### src/itoa_pkg.sv
`timescale 1ns / 1ps
// ----------------------------------------------------------------------------
// Integer to ASCII package
// Shared types, constants and the digit encoding used by the converter.
// ----------------------------------------------------------------------------
package itoa_pkg;

  // Width of the integer being converted.
  localparam int WORD_BITS = 16;
  // Width of the radix field.
  localparam int RADIX_W = 6;
  // Width of one ASCII character.
  localparam int CHAR_W = 8;
  // Width of the divider's step counter.
  localparam int STEP_W = $clog2(WORD_BITS);
  // Depth of the queue between the front end and the back end.
  localparam int QUEUE_DEPTH = 2;

  localparam logic [RADIX_W-1:0] RADIX_MIN  = RADIX_W'(2);
  localparam logic [RADIX_W-1:0] RADIX_MAX  = RADIX_W'(36);
  localparam logic [RADIX_W-1:0] RADIX_TEN  = RADIX_W'(10);
  localparam logic [RADIX_W-1:0] DIGIT_NINE = RADIX_W'(9);

  localparam logic [CHAR_W-1:0] CHAR_ZERO  = 8'h30;  // '0'
  localparam logic [CHAR_W-1:0] CHAR_A     = 8'h61;  // 'a'
  localparam logic [CHAR_W-1:0] CHAR_MINUS = 8'h2D;  // '-'

  // One input transaction.
  typedef struct packed {
    logic signed [WORD_BITS-1:0] value;
    logic [RADIX_W-1:0]          radix;
  } in_t;

  // One output transaction.
  typedef struct packed {
    logic [CHAR_W-1:0] character;
    logic              last;
  } out_t;

  // A classified item as it waits in the queue.
  typedef struct packed {
    logic                 minus;
    logic [RADIX_W-1:0]   base;
    logic [WORD_BITS-1:0] magnitude;
  } cls_t;

  // Request to the divider.
  typedef struct packed {
    logic                 start;
    logic [WORD_BITS-1:0] dividend;
    logic [RADIX_W-1:0]   divisor;
  } div_req_t;

  // Answer from the divider.
  typedef struct packed {
    logic                 done;
    logic [WORD_BITS-1:0] quotient;
    logic [RADIX_W-1:0]   remainder;
  } div_rsp_t;

  typedef enum logic [2:0] {
    BK_IDLE,
    BK_START,
    BK_WAIT,
    BK_SIGN,
    BK_EMIT,
    BK_OUT
  } back_state_e;

  // Maps a digit value to its ASCII character, lower-case above nine.
  function automatic logic [CHAR_W-1:0] digit_char(input logic [RADIX_W-1:0] d);
    logic [CHAR_W-1:0] dw;
    dw = CHAR_W'(d);
    if (d > DIGIT_NINE) begin
      return dw - CHAR_W'(RADIX_TEN) + CHAR_A;
    end
    return dw + CHAR_ZERO;
  endfunction

endpackage

### src/itoa_front.sv
`timescale 1ns / 1ps
// ----------------------------------------------------------------------------
// Integer to ASCII front end
// Accepts input transactions, clamps the base and forms the magnitude.
// ----------------------------------------------------------------------------
module itoa_front (
  input  logic                 in_valid_i,
  output logic                 in_stall_o,
  input  itoa_pkg::in_t        in_data_i,
  input  logic                 full_i,
  output logic                 push_o,
  output itoa_pkg::cls_t       push_data_o
);

  logic [itoa_pkg::RADIX_W-1:0]   base;
  logic [itoa_pkg::WORD_BITS-1:0] pattern;
  logic                           minus;

  always_comb begin
    if (in_data_i.radix < itoa_pkg::RADIX_MIN) begin
      base = itoa_pkg::RADIX_MIN;
    end else if (in_data_i.radix > itoa_pkg::RADIX_MAX) begin
      base = itoa_pkg::RADIX_MAX;
    end else begin
      base = in_data_i.radix;
    end
    pattern = in_data_i.value;
    // Only base ten shows a sign; other bases print the raw bit pattern.
    minus = pattern[itoa_pkg::WORD_BITS-1] && (base == itoa_pkg::RADIX_TEN);
  end

  assign push_data_o.minus     = minus;
  assign push_data_o.base      = base;
  assign push_data_o.magnitude = minus ? ((~pattern) + itoa_pkg::WORD_BITS'(1)) : pattern;

  assign in_stall_o = full_i;
  assign push_o     = in_valid_i && !full_i;

endmodule

### src/itoa_queue.sv
`timescale 1ns / 1ps
// ----------------------------------------------------------------------------
// Integer to ASCII queue
// Short FIFO of classified items between the front end and the back end.
// ----------------------------------------------------------------------------
module itoa_queue (
  input  logic           clk_i,
  input  logic           rst_ni,
  input  logic           push_i,
  input  itoa_pkg::cls_t push_data_i,
  output logic           full_o,
  input  logic           pop_i,
  output logic           valid_o,
  output itoa_pkg::cls_t pop_data_o
);

  localparam int PW = (itoa_pkg::QUEUE_DEPTH > 1) ? $clog2(itoa_pkg::QUEUE_DEPTH) : 1;
  localparam int CW = $clog2(itoa_pkg::QUEUE_DEPTH + 1);

  itoa_pkg::cls_t entry_q [itoa_pkg::QUEUE_DEPTH];
  logic [PW-1:0]  wr_ptr_q, wr_ptr_d;
  logic [PW-1:0]  rd_ptr_q, rd_ptr_d;
  logic [CW-1:0]  count_q, count_d;

  function automatic logic [PW-1:0] next_ptr(input logic [PW-1:0] p);
    if (p == PW'(itoa_pkg::QUEUE_DEPTH - 1)) begin
      return '0;
    end
    return p + PW'(1);
  endfunction

  assign full_o     = (count_q == CW'(itoa_pkg::QUEUE_DEPTH));
  assign valid_o    = (count_q != '0);
  assign pop_data_o = entry_q[rd_ptr_q];

  always_comb begin
    wr_ptr_d = push_i ? next_ptr(wr_ptr_q) : wr_ptr_q;
    rd_ptr_d = pop_i ? next_ptr(rd_ptr_q) : rd_ptr_q;
    count_d  = count_q;
    if (push_i && !pop_i) begin
      count_d = count_q + CW'(1);
    end else if (pop_i && !push_i) begin
      count_d = count_q - CW'(1);
    end
  end

  always_ff @(posedge clk_i or negedge rst_ni) begin
    if (!rst_ni) begin
      wr_ptr_q <= '0;
      rd_ptr_q <= '0;
      count_q  <= '0;
    end else begin
      wr_ptr_q <= wr_ptr_d;
      rd_ptr_q <= rd_ptr_d;
      count_q  <= count_d;
    end
  end

  always_ff @(posedge clk_i) begin
    if (push_i) begin
      entry_q[wr_ptr_q] <= push_data_i;
    end
  end

endmodule

### src/itoa_divider.sv
`timescale 1ns / 1ps
// ----------------------------------------------------------------------------
// Integer to ASCII divider
// Restoring divider that produces one quotient bit per cycle.
// ----------------------------------------------------------------------------
module itoa_divider (
  input  logic               clk_i,
  input  logic               rst_ni,
  input  itoa_pkg::div_req_t req_i,
  output itoa_pkg::div_rsp_t rsp_o
);

  localparam int W  = itoa_pkg::WORD_BITS;
  localparam int RW = itoa_pkg::RADIX_W;

  logic                      busy_q;
  logic                      done_q;
  logic [itoa_pkg::STEP_W-1:0] step_q;
  logic [W-1:0]              quo_q, quo_d;
  logic [RW-1:0]             rem_q, rem_d;
  logic [RW-1:0]             div_q;
  logic [RW:0]               trial;
  logic                      ge;

  // The partial remainder always stays below the divisor, so the shifted
  // trial value fits in one extra bit.
  always_comb begin
    trial = {rem_q, quo_q[W-1]};
    ge    = (trial >= {1'b0, div_q});
    rem_d = ge ? RW'(trial - {1'b0, div_q}) : trial[RW-1:0];
    quo_d = {quo_q[W-2:0], ge};
  end

  always_ff @(posedge clk_i or negedge rst_ni) begin
    if (!rst_ni) begin
      busy_q <= 1'b0;
      done_q <= 1'b0;
      step_q <= '0;
    end else begin
      done_q <= 1'b0;
      if (req_i.start) begin
        busy_q <= 1'b1;
        step_q <= '0;
      end else if (busy_q) begin
        step_q <= step_q + itoa_pkg::STEP_W'(1);
        if (step_q == itoa_pkg::STEP_W'(W - 1)) begin
          busy_q <= 1'b0;
          done_q <= 1'b1;
        end
      end
    end
  end

  always_ff @(posedge clk_i) begin
    if (req_i.start) begin
      quo_q <= req_i.dividend;
      rem_q <= '0;
      div_q <= req_i.divisor;
    end else if (busy_q) begin
      quo_q <= quo_d;
      rem_q <= rem_d;
    end
  end

  assign rsp_o.done      = done_q;
  assign rsp_o.quotient  = quo_q;
  assign rsp_o.remainder = rem_q;

  a_no_restart: assert property (@(posedge clk_i) disable iff (!rst_ni)
    req_i.start |-> !busy_q)
    else $error("divider started while busy");

  a_done_after_last_step: assert property (@(posedge clk_i) disable iff (!rst_ni)
    busy_q && !req_i.start && step_q == itoa_pkg::STEP_W'(W - 1) |=> done_q && !busy_q)
    else $error("divider missed its done pulse");

  a_done_single: assert property (@(posedge clk_i) disable iff (!rst_ni)
    done_q |-> !busy_q)
    else $error("divider reports done while still busy");

endmodule

### src/itoa_back.sv
`timescale 1ns / 1ps
// ----------------------------------------------------------------------------
// Integer to ASCII back end
// Divides out the digits, stores them and plays them out most significant first.
// ----------------------------------------------------------------------------
module itoa_back #(
  parameter int MAX_CHARS = 16
) (
  input  logic               clk_i,
  input  logic               rst_ni,
  input  logic               q_valid_i,
  input  itoa_pkg::cls_t     q_data_i,
  output logic               pop_o,
  output itoa_pkg::div_req_t div_req_o,
  input  itoa_pkg::div_rsp_t div_rsp_i,
  output logic               out_valid_o,
  input  logic               out_stall_i,
  output itoa_pkg::out_t     out_data_o
);

  localparam int W  = itoa_pkg::WORD_BITS;
  localparam int AW = $clog2(MAX_CHARS);
  localparam int CW = $clog2(MAX_CHARS + 1);

  itoa_pkg::back_state_e state_q, state_d;

  logic [W-1:0]                  quot_q;
  logic [itoa_pkg::RADIX_W-1:0]  base_q;
  logic                          minus_q;
  logic [CW-1:0]                 count_q;
  logic [AW-1:0]                 idx_q;
  logic [itoa_pkg::CHAR_W-1:0]   char_q;
  logic                          last_q;
  logic                          out_valid_q;

  logic [itoa_pkg::CHAR_W-1:0]   store_q [MAX_CHARS];

  logic                          wr_en;
  logic [AW-1:0]                 wr_addr;
  logic [itoa_pkg::CHAR_W-1:0]   wr_data;
  logic                          rd_en;
  logic                          out_take;
  logic                          q_zero;
  logic                          sign_fits;
  logic                          div_finish;
  logic [CW-1:0]                 count_m1;

  assign out_take   = out_valid_q && !out_stall_i;
  assign q_zero     = (q_data_i.magnitude == '0);
  assign sign_fits  = minus_q && (count_q < CW'(MAX_CHARS));
  assign div_finish = (div_rsp_i.quotient == '0) || (count_q + CW'(1) == CW'(MAX_CHARS));
  assign count_m1   = count_q - CW'(1);

  // Next state.
  always_comb begin
    state_d = state_q;
    unique case (state_q)
      itoa_pkg::BK_IDLE: begin
        if (q_valid_i) begin
          state_d = q_zero ? itoa_pkg::BK_SIGN : itoa_pkg::BK_START;
        end
      end
      itoa_pkg::BK_START: state_d = itoa_pkg::BK_WAIT;
      itoa_pkg::BK_WAIT: begin
        if (div_rsp_i.done) begin
          state_d = div_finish ? itoa_pkg::BK_SIGN : itoa_pkg::BK_START;
        end
      end
      itoa_pkg::BK_SIGN: state_d = itoa_pkg::BK_EMIT;
      itoa_pkg::BK_EMIT: state_d = itoa_pkg::BK_OUT;
      itoa_pkg::BK_OUT: begin
        if (out_take) begin
          state_d = last_q ? itoa_pkg::BK_IDLE : itoa_pkg::BK_EMIT;
        end
      end
      default: state_d = itoa_pkg::BK_IDLE;
    endcase
  end

  // State outputs.
  always_comb begin
    pop_o              = 1'b0;
    div_req_o.start    = 1'b0;
    div_req_o.dividend = quot_q;
    div_req_o.divisor  = base_q;
    wr_en              = 1'b0;
    wr_addr            = count_q[AW-1:0];
    wr_data            = itoa_pkg::CHAR_ZERO;
    rd_en              = 1'b0;
    unique case (state_q)
      itoa_pkg::BK_IDLE: begin
        pop_o = q_valid_i;
        if (q_valid_i && q_zero) begin
          wr_en   = 1'b1;
          wr_addr = '0;
          wr_data = itoa_pkg::CHAR_ZERO;
        end
      end
      itoa_pkg::BK_START: div_req_o.start = 1'b1;
      itoa_pkg::BK_WAIT: begin
        wr_en   = div_rsp_i.done;
        wr_data = itoa_pkg::digit_char(div_rsp_i.remainder);
      end
      itoa_pkg::BK_SIGN: begin
        wr_en   = sign_fits;
        wr_data = itoa_pkg::CHAR_MINUS;
      end
      itoa_pkg::BK_EMIT: rd_en = 1'b1;
      itoa_pkg::BK_OUT: ;
      default: ;
    endcase
  end

  always_ff @(posedge clk_i or negedge rst_ni) begin
    if (!rst_ni) begin
      state_q     <= itoa_pkg::BK_IDLE;
      count_q     <= '0;
      quot_q      <= '0;
      out_valid_q <= 1'b0;
    end else begin
      state_q <= state_d;
      if (state_q == itoa_pkg::BK_IDLE && q_valid_i) begin
        quot_q  <= q_data_i.magnitude;
        count_q <= q_zero ? CW'(1) : '0;
      end else if (state_q == itoa_pkg::BK_WAIT && div_rsp_i.done) begin
        quot_q  <= div_rsp_i.quotient;
        count_q <= count_q + CW'(1);
      end else if (state_q == itoa_pkg::BK_SIGN && sign_fits) begin
        count_q <= count_q + CW'(1);
      end
      if (state_q == itoa_pkg::BK_EMIT) begin
        out_valid_q <= 1'b1;
      end else if (out_take) begin
        out_valid_q <= 1'b0;
      end
    end
  end

  // Payload registers.
  always_ff @(posedge clk_i) begin
    if (state_q == itoa_pkg::BK_IDLE && q_valid_i) begin
      base_q  <= q_data_i.base;
      minus_q <= q_data_i.minus;
    end
    if (state_q == itoa_pkg::BK_SIGN) begin
      // Playback starts at the top entry; the sign, when written, is it.
      idx_q <= sign_fits ? count_q[AW-1:0] : count_m1[AW-1:0];
    end else if (state_q == itoa_pkg::BK_OUT && out_take && !last_q) begin
      idx_q <= idx_q - AW'(1);
    end
    if (state_q == itoa_pkg::BK_EMIT) begin
      last_q <= (idx_q == '0);
    end
  end

  // Digit store, least significant character at entry zero.
  always_ff @(posedge clk_i) begin
    if (wr_en) begin
      store_q[wr_addr] <= wr_data;
    end
  end

  always_ff @(posedge clk_i) begin
    if (rd_en) begin
      char_q <= store_q[idx_q];
    end
  end

  assign out_valid_o          = out_valid_q;
  assign out_data_o.character = char_q;
  assign out_data_o.last      = last_q;

  a_count_bound: assert property (@(posedge clk_i) disable iff (!rst_ni)
    count_q <= CW'(MAX_CHARS))
    else $error("digit count exceeds the store depth");

  a_out_only_when_playing: assert property (@(posedge clk_i) disable iff (!rst_ni)
    out_valid_q |-> state_q == itoa_pkg::BK_OUT)
    else $error("output valid outside playback");

  a_last_returns_idle: assert property (@(posedge clk_i) disable iff (!rst_ni)
    out_take && last_q |=> state_q == itoa_pkg::BK_IDLE)
    else $error("back end did not finish after the last character");

  a_pop_starts_work: assert property (@(posedge clk_i) disable iff (!rst_ni)
    pop_o |=> state_q == itoa_pkg::BK_START || state_q == itoa_pkg::BK_SIGN)
    else $error("popped item not taken into work");

  a_emit_nonempty: assert property (@(posedge clk_i) disable iff (!rst_ni)
    state_q == itoa_pkg::BK_EMIT |-> count_q != '0)
    else $error("playback with an empty digit store");

endmodule

### src/integer_to_ascii_radix.sv
`timescale 1ns / 1ps
// ----------------------------------------------------------------------------
// Integer to ASCII in any radix
// Converts a signed 16-bit integer into its text in base 2 to 36.
// ----------------------------------------------------------------------------
// Each input transaction carries a signed 16-bit value and a radix; the block
// answers with one output transaction per character, most significant first,
// and flags the final character with last. Digits above nine are lower-case
// letters, zero prints as "0", and a minus sign appears only for negative
// values in base ten (other bases print the raw 16-bit pattern). A radix
// below 2 is treated as 2 and one above 36 as 36. Work is done one item at a
// time: for each digit the back end launches the bit-serial divider, which
// forms sixteen quotient bits, and takes the remainder as the digit; once
// the digits and any sign are stored, each character is read out of the
// digit store and offered on the output, where it is held while the output
// side stalls. A two-entry queue sits between the input side and the
// converter, so new items are taken while earlier ones are still being
// converted or are waiting to be delivered. MAX_CHARS sets the depth of the
// digit store; when it is smaller than the text, only the low MAX_CHARS
// characters come out.
// ----------------------------------------------------------------------------
module integer_to_ascii_radix #(
  parameter int MAX_CHARS = 16
) (
  input  logic           clk_i,
  input  logic           rst_ni,
  input  logic           in_valid_i,
  output logic           in_stall_o,
  input  itoa_pkg::in_t  in_data_i,
  output logic           out_valid_o,
  input  logic           out_stall_i,
  output itoa_pkg::out_t out_data_o
);

  logic               push;
  logic               full;
  itoa_pkg::cls_t     push_data;
  logic               pop;
  logic               q_valid;
  itoa_pkg::cls_t     q_data;
  itoa_pkg::div_req_t div_req;
  itoa_pkg::div_rsp_t div_rsp;

  // Front end: clamps the radix and forms the magnitude to divide.
  itoa_front u_front (
    .in_valid_i  (in_valid_i),
    .in_stall_o  (in_stall_o),
    .in_data_i   (in_data_i),
    .full_i      (full),
    .push_o      (push),
    .push_data_o (push_data)
  );

  // Queue of classified items awaiting conversion.
  itoa_queue u_queue (
    .clk_i       (clk_i),
    .rst_ni      (rst_ni),
    .push_i      (push),
    .push_data_i (push_data),
    .full_o      (full),
    .pop_i       (pop),
    .valid_o     (q_valid),
    .pop_data_o  (q_data)
  );

  // Divider producing one digit per run.
  itoa_divider u_divider (
    .clk_i  (clk_i),
    .rst_ni (rst_ni),
    .req_i  (div_req),
    .rsp_o  (div_rsp)
  );

  // Back end: digit loop, digit store and character playback.
  itoa_back #(
    .MAX_CHARS (MAX_CHARS)
  ) u_back (
    .clk_i       (clk_i),
    .rst_ni      (rst_ni),
    .q_valid_i   (q_valid),
    .q_data_i    (q_data),
    .pop_o       (pop),
    .div_req_o   (div_req),
    .div_rsp_i   (div_rsp),
    .out_valid_o (out_valid_o),
    .out_stall_i (out_stall_i),
    .out_data_o  (out_data_o)
  );

endmodule

### config.mk
export PLATFORM = sky130hd
export DESIGN_NAME = integer_to_ascii_radix
export DESIGN_NICKNAME = d
export VERILOG_FILES = /design/src/itoa_pkg.sv /design/src/itoa_front.sv /design/src/itoa_queue.sv /design/src/itoa_divider.sv /design/src/itoa_back.sv /design/src/integer_to_ascii_radix.sv
export SDC_FILE = /design/constraint.sdc
export NUM_CORES = 1
export LEC_CHECK = 0
export CORE_ASPECT_RATIO = 2
export CORE_MARGIN = 4
export CORE_UTILIZATION = 30
export CTS_CLUSTER_SIZE = 20
export DETAILED_ROUTE_END_ITERATION = 10
export DONT_BUFFER_PORTS = 1
export PLACE_DENSITY = 0.53
export SYNTH_ARGS = -nofsm -noshare
export SYNTH_HDL_FRONTEND = slang
export SYNTH_SLANG_ARGS = --single-unit
### constraint.sdc
create_clock -name clk_i -period 2.8 [get_ports clk_i]
set_input_delay 0.42 -clock clk_i [delete_from_list [all_inputs] [get_ports clk_i]]
set_output_delay 0.42 -clock clk_i [all_outputs]
set_load 0.02 [all_outputs]
### Word level (Yosys, flattened, before mapping)

Memory sizes are Yosys's and may differ from the RTL's. A register that Yosys moved wholly into a read port is not among the register bits.
Cells that the tools add are included.

| cells by class | value |
|---|---|
| bitwise logic cells | 1 |
| $lt $le $gt $ge | 5 |
| multiplexer cells | 56 |
| $add $sub $neg | 13 |
| reduce and logical (&&, ||, !) cells | 30 |
| equality and inequality tests | 12 |

Operators with widths:

| operator | count |
|---|---|
| $mux 16 | 5 |
| $logic_not 16->1 | 2 |
| $mux 4 | 7 |
| $mux 1 | 25 |
| $mux 6 | 3 |
| $pmux 3 s6 | 1 |
| $add 16x1->16 const B | 1 |
| $mux 8 | 2 |
| $not 16->16 | 1 |
| $pmux 8 s2 | 1 |
| $mux 5 | 3 |
| $logic_and 1x1->1 | 12 |
| $mux 3 | 4 |
| $reduce_bool 2->1 | 6 |
| $add 8x7->8 const B | 1 |
| $mux 2 | 4 |
| $sub 4x1->4 const B | 2 |
| $add 6x6->7 const B | 1 |
| $ge 7x6->1 | 1 |
| $sub 6x4->7 const B | 1 |
| $eq 3x2->1 const B | 2 |
| $eq 3x3->1 const B | 2 |
| $eq 6x4->1 const B | 1 |
| $gt 6x4->1 const B | 1 |
| other kinds (22) | 28 |

| storage, ports and cells | value |
|---|---|
| word-level logic and storage cells | 136 |
| RAM bits | 174 |
| memories kept | 2 |
| register bits after elaboration | 75 |
| output and inout bits | 11 |
| bits of input ports | 26 |

Memories:

| name | depth | bits a word | rd ports | clocked after memory_dff | write ports | RTL line | RTL |
|---|---|---|---|---|---|---|---|
| u_back.store_q | 16 | 8 | 1 | 1 | 1 | itoa_back.sv:36 | `logic [itoa_pkg::CHAR_W-1:0] store_q [MAX_CHARS];` |
| u_queue.entry_q | 2 | 23 | 1 | 0 | 1 | itoa_queue.sv:20 | `itoa_pkg::cls_t entry_q [itoa_pkg::QUEUE_DEPTH];` |

### Longest topological paths before layout

| logic depth | value |
|---|---|
| depth after elaboration | 7 |
| depth in mapped cells | 8 |
| gate-level depth less buffers | 8 |

### Cells and area by module

A second synthesis with hierarchy kept.

| second synthesis, totals | value |
|---|---|
| cells, all modules | 797 |
| area total of the unflattened synthesis | 11696.2 um^2 |

By module, submodules not included:

| module | area an instance (um^2) | cells each | instances |
|---|---|---|---|
| itoa_back | 7604.8 | 508 | 1 |
| itoa_queue | 1951.9 | 88 | 1 |
| itoa_divider | 1705.4 | 136 | 1 |
| itoa_front | 434.2 | 65 | 1 |

### Least setup slack after synthesis

No wires, ideal clock.

| timing | value |
|---|---|
| path type | register to register |
| from | register u_queue.rd_ptr_q |
| to | memory u_back.store_q[3][0] in the netlist's numbering, enable pin |
| required time | 2417 ps |
| clock period less this slack | 2658 ps |
| arrival | 2275 ps |
| library setup time | 383 ps |
| path buffers | 1 |
| cell stages (with the launch flop) | 7 |
| slack | 142 ps |
| path through | dfrtp_1 > buf_6 > or4_1 > o22a_1 > a2111oi_4 > a21oi_2 > nor3_1 |

| between the ends | value |
|---|---|
| word-level cells in the longest chain between the ends | 7 |
| elaborated cells between the ends (all ways) | 9 |
| classes of those cells | mux (6); reduce/logical (2); memory (1) |

Ends and longest elaborated chain:

| element | RTL line | RTL |
|---|---|---|
| start: declaration | itoa_queue.sv:22 | `logic [PW-1:0] rd_ptr_q, rd_ptr_d;` |
| start signal: assignment | itoa_queue.sv:54 | `rd_ptr_q <= rd_ptr_d;` |
| $mem_v2 2x23 * | - |  |
| $logic_not 16->1 * | itoa_back.sv:49 | `assign q_zero = (q_data_i.magnitude == '0);` |
| $logic_and 1x1->1 * | itoa_back.sv:93 | `if (q_valid_i && q_zero) begin` |
| $mux 1 | itoa_back.sv:93 |  |
| $pmux 1 s3 | itoa_back.sv:90 | `unique case (state_q)` |
| $mux 1 | itoa_back.sv:158 | `if (wr_en) begin` |
| $mux 1 (not written as such) | itoa_back.sv:159 | `store_q[wr_addr] <= wr_data;` |
| end: declaration | itoa_back.sv:36 |  |

Every way passes the cells marked *; elsewhere a longest branch is shown, timed or not.

### Worst setup path in the final report

| timing | value |
|---|---|
| from | register u_queue.rd_ptr_q |
| to | memory u_back.store_q[3][1] in the netlist's numbering, enable pin |

The elaborated chain is that of the path after synthesis.

==> impl_metrics.prom <==
# TYPE chip_impl_metric gauge
chip_impl_metric{name="core_region_area",unit="sq um"} 37300
chip_impl_metric{name="total_negative_slack_for_setup_checks",unit="ns"} 0
chip_impl_metric{name="final-hold-violation-count",unit=""} 0
chip_impl_metric{name="switching_power",unit="mW"} 1.70
chip_impl_metric{name="drive_above_1_share",unit="%"} 12.0
chip_impl_info{name="startpoint_class",value="register"} 1
chip_impl_metric{name="cts_sinks",unit=""} 257
chip_impl_info{name="min_delay_startpoint",value="in_data_i[5]"} 1
chip_impl_info{name="timing_worst_setup_path_type",value="register to register"} 1
chip_impl_metric{name="final_critical_path_setup_slack",unit="ns"} 0.295
chip_impl_metric{name="cts-buffers-inserted",unit=""} 25
chip_impl_metric{name="pwr_density_cell",unit="nW/um^2"} 603
chip_impl_metric{name="grt_first_pass_wirelength",unit="um"} 41100
chip_impl_metric{name="required_arrival_time_at_the_worst_endpoint",unit="ns"} 3.04
chip_impl_metric{name="grt_max_degree",unit=""} 50
chip_impl_info{name="yosys_most_used_dff",value="sky130_fd_sc_hd__edfxtp_1"} 1
chip_impl_metric{name="grtUsageTotal",unit="%"} 12.7
chip_impl_metric{name="cts.reportedPaths.clkPinSlew",unit="ns"} 0.07
chip_impl_metric{name="grt_antenna_before_repair",unit=""} 0
chip_impl_metric{name="yosys_warnings",unit=""} 0
chip_impl_metric{name="netlist_area",unit="sq um"} 11300
chip_impl_metric{name="power_leakage",unit="nW"} 4.30
chip_impl_metric{name="drt-wirelength-per-cell",unit="um"} 19.2
chip_impl_metric{name="route.antenna.remaining_nets",unit=""} 0
chip_impl_metric{name="rows",unit=""} 100
chip_impl_info{name="outcome",value="complete, no violations"} 1
chip_impl_metric{name="grt_overflow",unit=""} 0
chip_impl_metric{name="critPathArrivalTime",unit="ns"} 2.74
chip_impl_metric{name="initial_core_util",unit="%"} 30.4
chip_impl_info{name="cts_tree",value="done"} 1
chip_impl_metric{name="routed_via_density",unit=""} 4.90
chip_impl_metric{name="final_worst_path_period_share",unit="%"} 89.5
chip_impl_metric{name="detail_route.wirelength",unit="um"} 26100
chip_impl_metric{name="final_nets",unit=""} 923
chip_impl_metric{name="synth.distinct_cells",unit=""} 66
chip_impl_info{name="synth_commonest_cells",value="216 x sky130_fd_sc_hd__edfxtp_1, 92 x sky130_fd_sc_hd__nand2_1, 64 x sky130_fd_sc_hd__nor2_1, 50 x sky130_fd_sc_hd__mux2i_1, 37 x sky130_fd_sc_hd__o21ai_1"} 1
chip_impl_metric{name="dieArea",unit="sq um"} 41200
chip_impl_metric{name="die_x_extent",unit="um"} 146
chip_impl_metric{name="utilization",unit="%"} 34.6
chip_impl_metric{name="detail_route.drc_violations",unit=""} 0
chip_impl_metric{name="drt_first_iter_violations",unit=""} 299
chip_impl_metric{name="detailroute.via_count",unit=""} 6645
chip_impl_metric{name="die-height",unit="um"} 283
chip_impl_metric{name="gp_routability_congestion",unit=""} 0.798
chip_impl_metric{name="clock_tree.htree_level_count",unit=""} 1
chip_impl_info{name="clock-root-buffer",value="sky130_fd_sc_hd__clkbuf_16"} 1
chip_impl_metric{name="worstMarginPinSlew",unit="ns"} 0.934
chip_impl_metric{name="antenna-diode-count",unit=""} 0
chip_impl_metric{name="power.switching_fraction",unit="%"} 21.9
chip_impl_metric{name="setup_viol",unit=""} 0
chip_impl_metric{name="finalClockSkew",unit="ns"} 0.00974
chip_impl_metric{name="synth-seq-cells",unit=""} 257
chip_impl_metric{name="detailedPlacementHpwl",unit="um"} 19000
chip_impl_metric{name="relSlewSlack",unit="%"} 37.1
chip_impl_metric{name="seq_power_share",unit="%"} 56.5
chip_impl_metric{name="postCtsResizedCells",unit=""} 0
chip_impl_metric{name="ports_placed_on_the_boundary",unit=""} 37
chip_impl_metric{name="power.combinational.fraction",unit="%"} 4.0
chip_impl_metric{name="worst_ir_drop_vdd",unit="mV"} 0.624
chip_impl_metric{name="post_synthesis_to_final_layout_area_growth",unit="%"} 13.8
chip_impl_metric{name="pre_cts_ws",unit="ns"} 0.339
chip_impl_info{name="r2r_start",value="u_queue.rd_ptr_q"} 1
chip_impl_metric{name="cell_internal_pwr",unit="mW"} 6.09
chip_impl_metric{name="nets_in_the_synthesized_netlist",unit=""} 887
chip_impl_metric{name="portion_of_the_post_synthesis_area_used_by_sequential_elements",unit="%"} 65.9
chip_impl_metric{name="fin_crit",unit="ns"} 2.51
chip_impl_metric{name="postSynth.asyncResetShare",unit="%"} 13.6
chip_impl_metric{name="cts_max_path_buffers",unit=""} 3
chip_impl_metric{name="yosysTopAreaCellShare",unit="%"} 57.1
chip_impl_info{name="yosysMostFrequentCell",value="sky130_fd_sc_hd__edfxtp_1"} 1
chip_impl_metric{name="clkLatencyLatePin",unit="ns"} 0.53
chip_impl_info{name="setup_repair_after_global_routing_missed_its_margin",value="no"} 1
chip_impl_metric{name="post_synth_inst_count",unit=""} 843
chip_impl_metric{name="setup.reg_to_reg.worst_slack",unit="ns"} 0.29
chip_impl_info{name="launching_element_of_the_worst_setup_path",value="u_queue.rd_ptr_q"} 1
chip_impl_metric{name="cts.repair_timing.setup_buffer_count",unit=""} 0
chip_impl_metric{name="post_synth.cell_area_avg",unit="sq um"} 13.5
chip_impl_metric{name="first_global_vias",unit=""} 7087
chip_impl_metric{name="fmax",unit="MHz"} 399
chip_impl_metric{name="clock_power_share",unit="%"} 39.5
chip_impl_info{name="crit_path_end_kind",value="register"} 1
chip_impl_metric{name="critical_path_peak_fanout",unit=""} 8
chip_impl_info{name="type_of_the_tightest_min_delay_check",value="input pin to register"} 1
chip_impl_metric{name="timing_max_transition_violations_final",unit=""} 0
chip_impl_info{name="netlist_top_cells_area",value="sky130_fd_sc_hd__edfxtp_1 57%, sky130_fd_sc_hd__dfrtp_1 7.7%, sky130_fd_sc_hd__mux2i_1 4.4%"} 1
chip_impl_metric{name="timing.max_cap.violations",unit=""} 0
chip_impl_info{name="post-synth-top-area-cell",value="sky130_fd_sc_hd__edfxtp_1"} 1
chip_impl_metric{name="synth_enable_flop_cells",unit=""} 216
chip_impl_metric{name="detailed_router_iteration_count_before_antenna_repair",unit=""} 5
chip_impl_metric{name="io_buffers",unit=""} 0
==> layer usage <==
metal | wire [um] | share of wire, % | track usage (%)
met1 | 8920 | 34 | 12.4
met5 | 0 | 0 | 0
met3 | 771 | 3.0 | 1.94
met4 | 820 | 3.1 | 4.61
met2 | 15600 | 60 | 26.2
==> state kept, by name, summed over array words and instances, names as in the netlist <==
name	count
u_back.base_q	6
u_back.char_q	8
u_back.count_q	5
u_back.idx_q	4
u_back.last_q	1
u_back.minus_q	1
u_back.out_valid_o	1
u_back.quot_q	16
u_back.state_q	3
u_back.store_q	128
u_divider.busy_q	1
u_divider.div_q	6
u_divider.done_q	1
u_divider.quo_q	16
u_divider.rem_q	6
u_divider.step_q	4
u_queue.count_q	2
u_queue.entry_q	46
u_queue.rd_ptr_q	1
u_queue.wr_ptr_q	1
==> repair_timing <==
| item | 4_1_cts | 5_1_grt |
|---|---|---|
| endpoints found under the hold margin | 40 | 0 |
| hold buffers | 5 | 0 |
| setup endpoints to repair | 0 | 0 |
==> per-stage QoR <==
stage          instances  area, sq um  power (mW)  hold slack (ns)
2_1_floorplan        843        11300        4.66            0.124
3_5_place_dp        1306        12100        4.79            0.130
6_report            1357        12900        7.79           0.0863
5_1_grt             1357        12900        8.12           0.0651
4_1_cts             1357        12900        7.92           0.0583
3_3_place_gp        1306        12100        4.78            0.130
==> worst max-delay path: stages (launching register included) <==
cell and delay [ns]:
sky130_fd_sc_hd__dfrtp_1 0.37, sky130_fd_sc_hd__buf_4 0.18, sky130_fd_sc_hd__or4b_1 0.45, sky130_fd_sc_hd__o22a_1 0.23, sky130_fd_sc_hd__a2111oi_4 0.46, sky130_fd_sc_hd__a21oi_2 0.14, sky130_fd_sc_hd__nor3_1 0.15, sky130_fd_sc_hd__buf_4 0.21
==> layout by cell type (no fill, tap or decap), drive strengths merged, types with 6 or more instances in the layout <==
cell type	n
ha	17
a22oi	9
mux2i	50
dfxtp	6
nor4	8
nand3	8
or3	8
nand2b	11
a221oi	16
clkinv	10
o21ai	50
mux2	7
nand2	92
buf	45
inv	28
dfrtp	35
nor3	16
a21oi	37
edfxtp	216
xor2	15
nor2b	6
nor2	64
xnor2	23
mux4	16
clkbuf	34
==> final timing paths <==
check,to,cells past startpoint
max,u_back.store_q[3][1],7
min,u_queue.entry_q[0][20],1
max reg2reg,u_back.store_q[3][1],7
min reg2reg,u_divider.div_q[0],0
max in group asynchronous,u_back.out_valid_o,2
min in group asynchronous,u_back.quot_q[6],2
==> cell type report <==
type	instances	area, sq um
Tap cell	459	574
Sequential cell	257	7480
Fill cell	3671	24400
Timing Repair Buffer	49	403
Inverter	28	105
Multi-Input combinational cell	518	3620
Clock inverter	12	73.8
Clock buffer	34	659
==> cell families after synthesis <==
group                      Yosys count  synth area share [%]
adders and majority gates           19                  2.14
xor gates and xnor gates            38                  2.93
muxes                               73                  8.28
AOI/OAI and AO/OA                  149                  8.53
DFF                                257                  65.9
and+or+nand+nor                    239                  9.78
buffers and inverters               68                  2.41
==> power groups by stage <==
stage	Clock [mW]	Combinational [mW]	Sequential (mW)
floorplan	0	0.210	4.45
global placement	0	0.298	4.48
detailed placement	0	0.304	4.49
CTS	3.18	0.327	4.41
global route	3.34	0.356	4.42
finish	3.08	0.310	4.40
No activity file was read; power rests on OpenSTA's default activity.
